==> config.mk <==
export PLATFORM = sky130hd
export DESIGN_NAME = bca_div
export DESIGN_NICKNAME = d
export VERILOG_FILES = /design/src/bca_pkg.sv /design/src/bca_div.sv
export SDC_FILE = /design/constraint.sdc
export NUM_CORES = 1
export LEC_CHECK = 0
export BUFFER_PORTS_ARGS = -buffer_cell sky130_fd_sc_hd__buf_4
export CAP_MARGIN = 20
export CORE_ASPECT_RATIO = 1.4
export CORE_MARGIN = 2
export CORE_UTILIZATION = 40
export CTS_BUF_LIST = sky130_fd_sc_hd__clkbuf_8 sky130_fd_sc_hd__clkbuf_16
export CTS_CLUSTER_DIAMETER = 120
export DETAILED_ROUTE_END_ITERATION = 7
export HOLD_SLACK_MARGIN = 0.05
export PLACE_DENSITY_LB_ADDON = 0.08
export SYNTH_ARGS = -nofsm -noshare
export SYNTH_HDL_FRONTEND = slang
export SYNTH_SLANG_ARGS = --single-unit
==> constraint.sdc <==
create_clock -name clock -period 6.8 [get_ports clock]
set_input_delay 0.34 -clock clock [delete_from_list [all_inputs] [get_ports clock]]
set_output_delay 0.34 -clock clock [all_outputs]
set_load 0.01 [all_outputs]
==> src/bca_pkg.sv <==
// Package for the bias current averager.
// Holds the widths, constants and transfer struct types that the divider, top level and testbench share.
// It has no dependencies.
package bca_pkg;

   localparam int WINDOW_DEPTH = 40;
   localparam int PRIME_DELAY  = 2;

   localparam int READ_W  = 16;
   localparam int CUR_W   = 19;
   localparam int CNT_W   = 4;
   localparam int PTR_W   = $clog2(WINDOW_DEPTH);
   localparam int SUM_W   = READ_W + $clog2(WINDOW_DEPTH);
   localparam int PROD_W  = SUM_W + 4;

   localparam int RECIP_SHIFT = PROD_W + $clog2(WINDOW_DEPTH);
   localparam int RECIP_W     = PROD_W + 1;
   localparam logic [RECIP_W-1:0] RECIP_MULT =
      RECIP_W'(((64'd1 << RECIP_SHIFT) + 64'(WINDOW_DEPTH - 1)) / 64'(WINDOW_DEPTH));

   localparam logic [READ_W-1:0] INVALID_WORD   = 16'h006B;
   localparam logic [READ_W-1:0] NEG_FULL_WORD  = 16'h8000;
   localparam logic [READ_W-1:0] LIMIT_RESET    = 16'd32000;
   localparam logic [CNT_W-1:0]  PRIME_RELOAD   = CNT_W'(PRIME_DELAY);
   localparam logic [PTR_W-1:0]  LAST_ENTRY     = PTR_W'(WINDOW_DEPTH - 1);

   typedef struct packed {
      logic              read_ok;
      logic [READ_W-1:0] sample_word;
      logic              tx_active;
   } req_type;

   typedef struct packed {
      logic [CUR_W-1:0] bias_current;
      logic             priming;
   } rsp_type;

endpackage

==> src/bca_div.sv <==
// Divider by the constant window depth, done as a reciprocal multiplication
// with a registered product; the quotient and done are valid in the cycle after start.
// Depends on bca_pkg for the dividend width and the reciprocal constants.
module bca_div
   import bca_pkg::*;
(
   input  logic              clock,
   input  logic              reset,
   input  logic              start,
   input  logic [PROD_W-1:0] dividend,
   output logic [PROD_W-1:0] quotient,
   output logic              done
);

   logic [PROD_W+RECIP_W-1:0] prod_ff, prod_in;
   logic                      done_ff, done_in;

   always_comb begin
      prod_in = start ? (PROD_W+RECIP_W)'(dividend) * (PROD_W+RECIP_W)'(RECIP_MULT) : prod_ff;
      done_in = start;
   end

   always_ff @(posedge clock) begin
      prod_ff <= prod_in;
      if (reset) begin
         done_ff <= 1'b0;
      end else begin
         done_ff <= done_in;
      end
   end

   assign quotient = PROD_W'(prod_ff >> RECIP_SHIFT);
   assign done     = done_ff;

endmodule

==> results.md, run 1 <==
- Cts repair resizes: 0
- Hold Buf Count CTS: 0
- First-pass GRT wire length: 41,830 µm
- Fin nets: 1,499
- I/O pin cnt: 56
- Wire per inst: 18.62 µm
- Antenna-violating nets left: 0
- Max_cap viols: 0
- Number of hold violations in the final report: 0
- Final Max Slew Viols: 0
- GRT Resource Usage Total: 21.46%
- Setup TNS: 0 ns
- TritonCTS clock tree: yes
- Most used DFF post-synth: edfxtp_1
- Overall routed net length: 25,780 µm
- Vias per inst: 4.877
- Starting density of the core: 40.55%
- DR vias: 6,754
- Vias in the first global route: 7,963
- Core area: 24,500 µm²
- Gpl congestion: 0.9230
- Seq/Total Area, Yosys: 6.547%
- CTS Root Cell: clkbuf_16
- Final period utilization: 95.18%
- # diodes: 0
- Unrepaired setup endpoints after global routing: no
- Mapped Cells: 1,009
- Die X-Extent: 137.2 µm
- Met3 usage: 0.7177%
- Die Footprint: 26,140 µm²
- Largest net degree at the start of global routing: 23
- Met2 GRT Util: 44.41%
- Fmax: 0.1545 GHz
- YS warnings: 0
- Synth unique cells: 58
- Post-DP HPWL: 24,560 µm
- Initial antenna violation count: 0
- Post CTS Setup Buffer Count: 0
- Synth Register Bits: 22
- Synth Area per Inst: 9.848 µm²
- EDFF count, synth: 21
- Clock-pin slew on the worst setup and hold paths: 0.06 ns
- Drt pass-1 iters: 4
- GRT met1 Usage: 22.66%
- # port buffers: 50
- # clock sinks: 22
- Total CTS buffers: 3
- Status: finished, final reports clean
- Htree depth: 1
- Row count: 68
- Hold_sp: reset
- Layout area overhead: 9.255%
- DRT iter0 DRCs: 196
- Global route overflow: 0
- Crit path DAT: 6.48 ns
- Worst-Margin Slew: 0.5050 ns
- Layout cell share with drive strength beyond 1: 6.916%
- Fin crit period: 6.472 ns
- CP max FO: 5
- Ys async rst share: 0%
- Worst Setup SP: dividend[2]
- CP startpoint kind: input pin
- Worst setup path class: in2reg
- Busiest metal layer after global routing: met2
- CP Data Required Time: 6.80 ns
- Most frequent cells in the layout: inv_1 (309), ha_1 (207), fa_1 (192)
- Longest Clk Path Bufs: 2
- Final setup violation count: 0
- Setup crit end kind: flip-flop
- Hold WC Path Type: in2reg
- Slew margin rel.: 66.23%
- Syn Std Cell Area: 9937 µm²
- DR DRC count: 0
- Most common cell after layout, fill and taps aside: inv_1
- Die height: 190.5 µm
worst paths after layout:
check                    endpoint  cells after the start
worst min-delay path         done                      2
worst max-delay path  prod_ff[48]                     22
layout make-up:
class | count | area, µm²
Fill cell | 2477 | 13650
Multi-Input combinational cell | 675 | 8097
Inverter | 309 | 1160
Sequential cell | 22 | 650.6
Timing Repair Buffer | 60 | 450.4
Tap cell | 315 | 394.1
Clock buffer | 3 | 75.07
Clock inverter | 1 | 30.03
registers in the layout (all words and copies together) (netlist names):
name     cells
prod_ff     21
done         1
metal layers:
layer | wire (µm) | share of wire (%)
met2 | 15160 | 59
met3 | 258 | 1.0
met5 | 0 | 0
met4 | 932 | 3.6
met1 | 9428 | 37
critical path: stages:
cell      delay (ns)
buf_4           0.14
ha_1            0.30
inv_1           0.08
fa_1            0.55
inv_1           0.09
fa_1            0.66
inv_1           0.08
fa_1            0.47
fa_1            0.57
fa_1            0.43
fa_1            0.55
inv_1           0.06
ha_1            0.33
nand4_1         0.25
nor3_1          0.29
nand2_1         0.09
a311oi_1        0.30
nor3_1          0.09
buf_4           0.16
a21boi_1        0.35
a21oi_1         0.15
xnor2_1         0.14
Yosys cell counts (3+ instances only):
library cell	n	share of area, %
nand3_1	11	0.55
ha_1	207	26
inv_1	309	12
nand4_1	8	0.50
o21bai_1	3	0.23
edfxtp_1	21	6.3
o21ai_0	25	1.3
and2_1	5	0.31
xnor2_1	16	1.4
nor3_1	10	0.50
xor2_1	7	0.62
a21oi_1	48	2.4
a21o_1	17	1.3
or2_2	3	0.19
a211oi_1	3	0.23
fa_1	192	39
a311oi_1	3	0.26
nand2_1	39	1.5
o21a_1	5	0.38
buf_4	5	0.38
nor2_1	16	0.60
nor2b_1	5	0.31
and3_1	8	0.50
metrics by stage:
stage / utilization, % / cells / hold slack [ns] / area (µm²) / setup slack (ns)
finish: 44.31 / 1385 / 0.2331 / 10860 / 0.3280
global route: 44.31 / 1385 / 0.2293 / 10860 / 0.06472
CTS: 44.31 / 1385 / 0.2305 / 10860 / 0.3166
detailed placement: 43.88 / 1381 / 0.4999 / 10750 / 0.04931
global placement: 43.88 / 1381 / 0.4958 / 10750 / 0.1153
floorplan: - / 1013 / 0.4116 / 9952 / 0.8374
logic make-up after synthesis:
family	synth area share (%)
buffers and inverters	12.13
other	0.03774
xor gates and xnor gates	2.027
DFF	6.547
adders and majority gates	64.74
AOI/OAI and AO/OA	9.028
and+or+nand+nor	5.490
Power of run 1 is not shown: default switching activity piles up to over one toggle a cycle in this logic, so the estimate is an artifact.
==> run 2: changes to the inputs <==
ABC_AREA = 1   (was default)
==> run 2 against run 1 <==
Compared with the run above:
- worst hold slack lost 0.013 ns
- flip-flop and latch count is the same
- critical path depth shrank 1
- synthesized cell count increased by 37%
- largest cell class unchanged
- highest routed layer unchanged
==> results.md, run 2 <==
- Status: finished, final reports clean
- Antenna-violating nets left: 0 (unchanged)
- Number of hold violations in the final report: 0 (unchanged)
- Setup TNS: 0 ns (unchanged)
- Critical Path Slowest Stage Cell: fa_1
- Htree depth: 1 (unchanged)
- YS warnings: 0 (unchanged)
- Synth Register Bits: 22 (unchanged)
- CP Data Required Time: 6.82 ns (+0.02 ns)
- Critical Path End: prod_ff[39]
- Largest net degree at the start of global routing: 23 (unchanged)
- Synth unique cells: 33 (-43%)
- I/O pin cnt: 56 (unchanged)
- Overall routed net length: 32,030 µm (+24%)
- Largest area contributor in the synthesized netlist: fa_1
- Worst Setup SP: dividend[11]
- TritonCTS clock tree: yes
- Synth Area per Inst: 8.074 µm² (-18%)
- Post-DP HPWL: 30,260 µm (+23%)
- Top post-synthesis cells by area: fa_1 (34%), ha_1 (23%), inv_1 (14%), nand2_1 (8.0%), edfxtp_1 (5.6%)
- Hold WC Path Type: in2reg
- CP max FO: 5 (unchanged)
- Die Footprint: 29,290 µm² (+12%)
- Final period utilization: 86.86% (-8.3 points)
- DR vias: 8,454 (+25%)
- Setup crit end kind: flip-flop
- Global route overflow: 0 (unchanged)
- Total CTS buffers: 3 (unchanged)
- Mapped Cells: 1,383 (+37%)
- Yosys top cell area share: 34.42% (-4.3 points)
- Commonest cells in the netlist: inv_1 (409), nand2_1 (239), ha_1 (207)
- Row count: 72 (+5.9%)
- CP max stage delay: 0.60 ns (-0.06 ns)
- Core area: 27,570 µm² (+12%)
- Ys async rst share: 0% (unchanged)
- Most frequent CP cell: fa_1
- Most frequent cells in the layout: inv_1 (409), nand2_1 (239), ha_1 (207)
- Die X-Extent: 145.2 µm (+5.8%)
- Gpl congestion: 0.9542 (+3.4%)
- Die height: 201.7 µm (+5.9%)
- Top reg by flops: prod_ff
- CP cell instances: buf_4, ha_1, fa_1, fa_1, inv_1, fa_1, inv_1, fa_1, inv_1, fa_1, inv_1, fa_1, ha_1, a21oi_1, o21ai_0, a21oi_1, inv_1, nor2_1, nand3_1, nand2_1, nand2_1
- # port buffers: 50 (unchanged)
- Max_cap viols: 0 (unchanged)
- Cts repair resizes: 0 (unchanged)
- Vias in the first global route: 9,646 (+21%)
- Vias per inst: 4.678 (-4.1%)
- Fmax: 0.1693 GHz (+9.6%)
- Layout cell share with drive strength beyond 1: 6.472% (-0.44 points)
- Starting density of the core: 40.50% (-0.049 points)
- GRT Resource Usage Total: 23.33% (+1.9 points)
- DR DRC count: 0 (unchanged)
- EDFF count, synth: 21 (unchanged)
- Fin nets: 1,866 (+24%)
- First-pass GRT wire length: 52,210 µm (+25%)
- Worst setup path class: in2reg
- Fin crit period: 5.907 ns (-0.5652 ns)
- Post CTS Setup Buffer Count: 0 (unchanged)
- Initial antenna violation count: 0 (unchanged)
- Max reg flops: 21 (unchanged)
- CP startpoint kind: input pin
- Hold Buf Count CTS: 0 (unchanged)
- Most used DFF post-synth: edfxtp_1
- Longest Clk Path Bufs: 2 (unchanged)
- Most common cell after layout, fill and taps aside: inv_1
- Crit path DAT: 5.93 ns (-0.55 ns)
- Clock-pin slew on the worst setup and hold paths: 0.06 ns (about the same)
- CTS Root Cell: clkbuf_16
- Seq/Total Area, Yosys: 5.827% (-0.72 points)
- Syn Std Cell Area: 11,170 µm² (+12%)
- Pre-CTS setup slack: 0.6267 ns (+0.5774 ns)
- # diodes: 0 (unchanged)
- Drt pass-1 iters: 5 (+1)
- # clock sinks: 22 (unchanged)
- Final Max Slew Viols: 0 (unchanged)
- Final setup violation count: 0 (unchanged)
- Unrepaired setup endpoints after global routing: no
- DRT iter0 DRCs: 315 (+61%)
- Most common cell in the netlist: inv_1
- Layout area overhead: 8.169%
- Final setup margin: 0.8933 ns (+0.5652 ns)
- Wire per inst: 17.72 µm (-4.8%)
[run 2: worst min-delay path by stage]
stage	start	endpoint	slack, ns	depth (start not counted)
global placement	reset	done	0.50	2
global route	reset	done	0.22	2
finish	reset	done	0.22	2
detailed placement	reset	done	0.50	2
floorplan	reset	done	0.41	1
CTS	reset	done	0.22	2
[run 2: critical path, delay by kind of cell]
family / cells / cell delay, ns
fa+ha+maj: 8 / 3.91
compound gates: 3 / 0.77
buf+inv: 6 / 0.54
simple gates: 4 / 0.36
[run 2: stage by stage]
| stage | util [%] | hold WS, ns | instance area [µm²] | cells |
|---|---|---|---|---|
| global placement | 43.49 | 0.4960 | 11990 | 1803 |
| CTS | 43.81 | 0.2184 | 12080 | 1807 |
| finish | 43.81 | 0.2204 | 12080 | 1807 |
| detailed placement | 43.49 | 0.5024 | 11990 | 1803 |
| global route | 43.81 | 0.2240 | 12080 | 1807 |
| floorplan | - | 0.4112 | 11180 | 1387 |
[run 2: cells by family (layout without fill, tap and decap cells)]
| group | after synthesis | in the layout | synth area share (%) |
|---|---|---|---|
| flip-flops | 22 | 22 | 5.827 |
| other | 1 | 5 | 0.03358 |
| buffers and inverters | 424 | 474 | 14.42 |
| AND/OR/NAND/NOR | 419 | 419 | 16.18 |
| adder cells (fa/ha/maj) | 399 | 399 | 57.62 |
| AO/OA/AOI/OAI | 111 | 111 | 5.368 |
| XOR/XNOR | 7 | 7 | 0.5491 |
[run 2: area by class of cell]
type / count / area (µm²)
multi-input combinational: 941 / 8920
fill: 2902 / 15490
clock buffer: 4 / 88.84
sequential: 22 / 650.6
tap: 370 / 462.9
timing repair buffer: 51 / 382.9
inverter: 419 / 1573
[run 2: routing by layer]
| layer | global-route usage, % | up-vias | wire [µm] |
|---|---|---|---|
| met2 | 44.13 | 107 | 16730 |
| met1 | 28.22 | 4012 | 13490 |
| met5 | 0 | - | 0 |
| met4 | 8.123 | 0 | 1384 |
| met3 | 0.8163 | 49 | 427 |
| li1 | - | 4286 | - |
Power of run 2 is left out for the same reason.
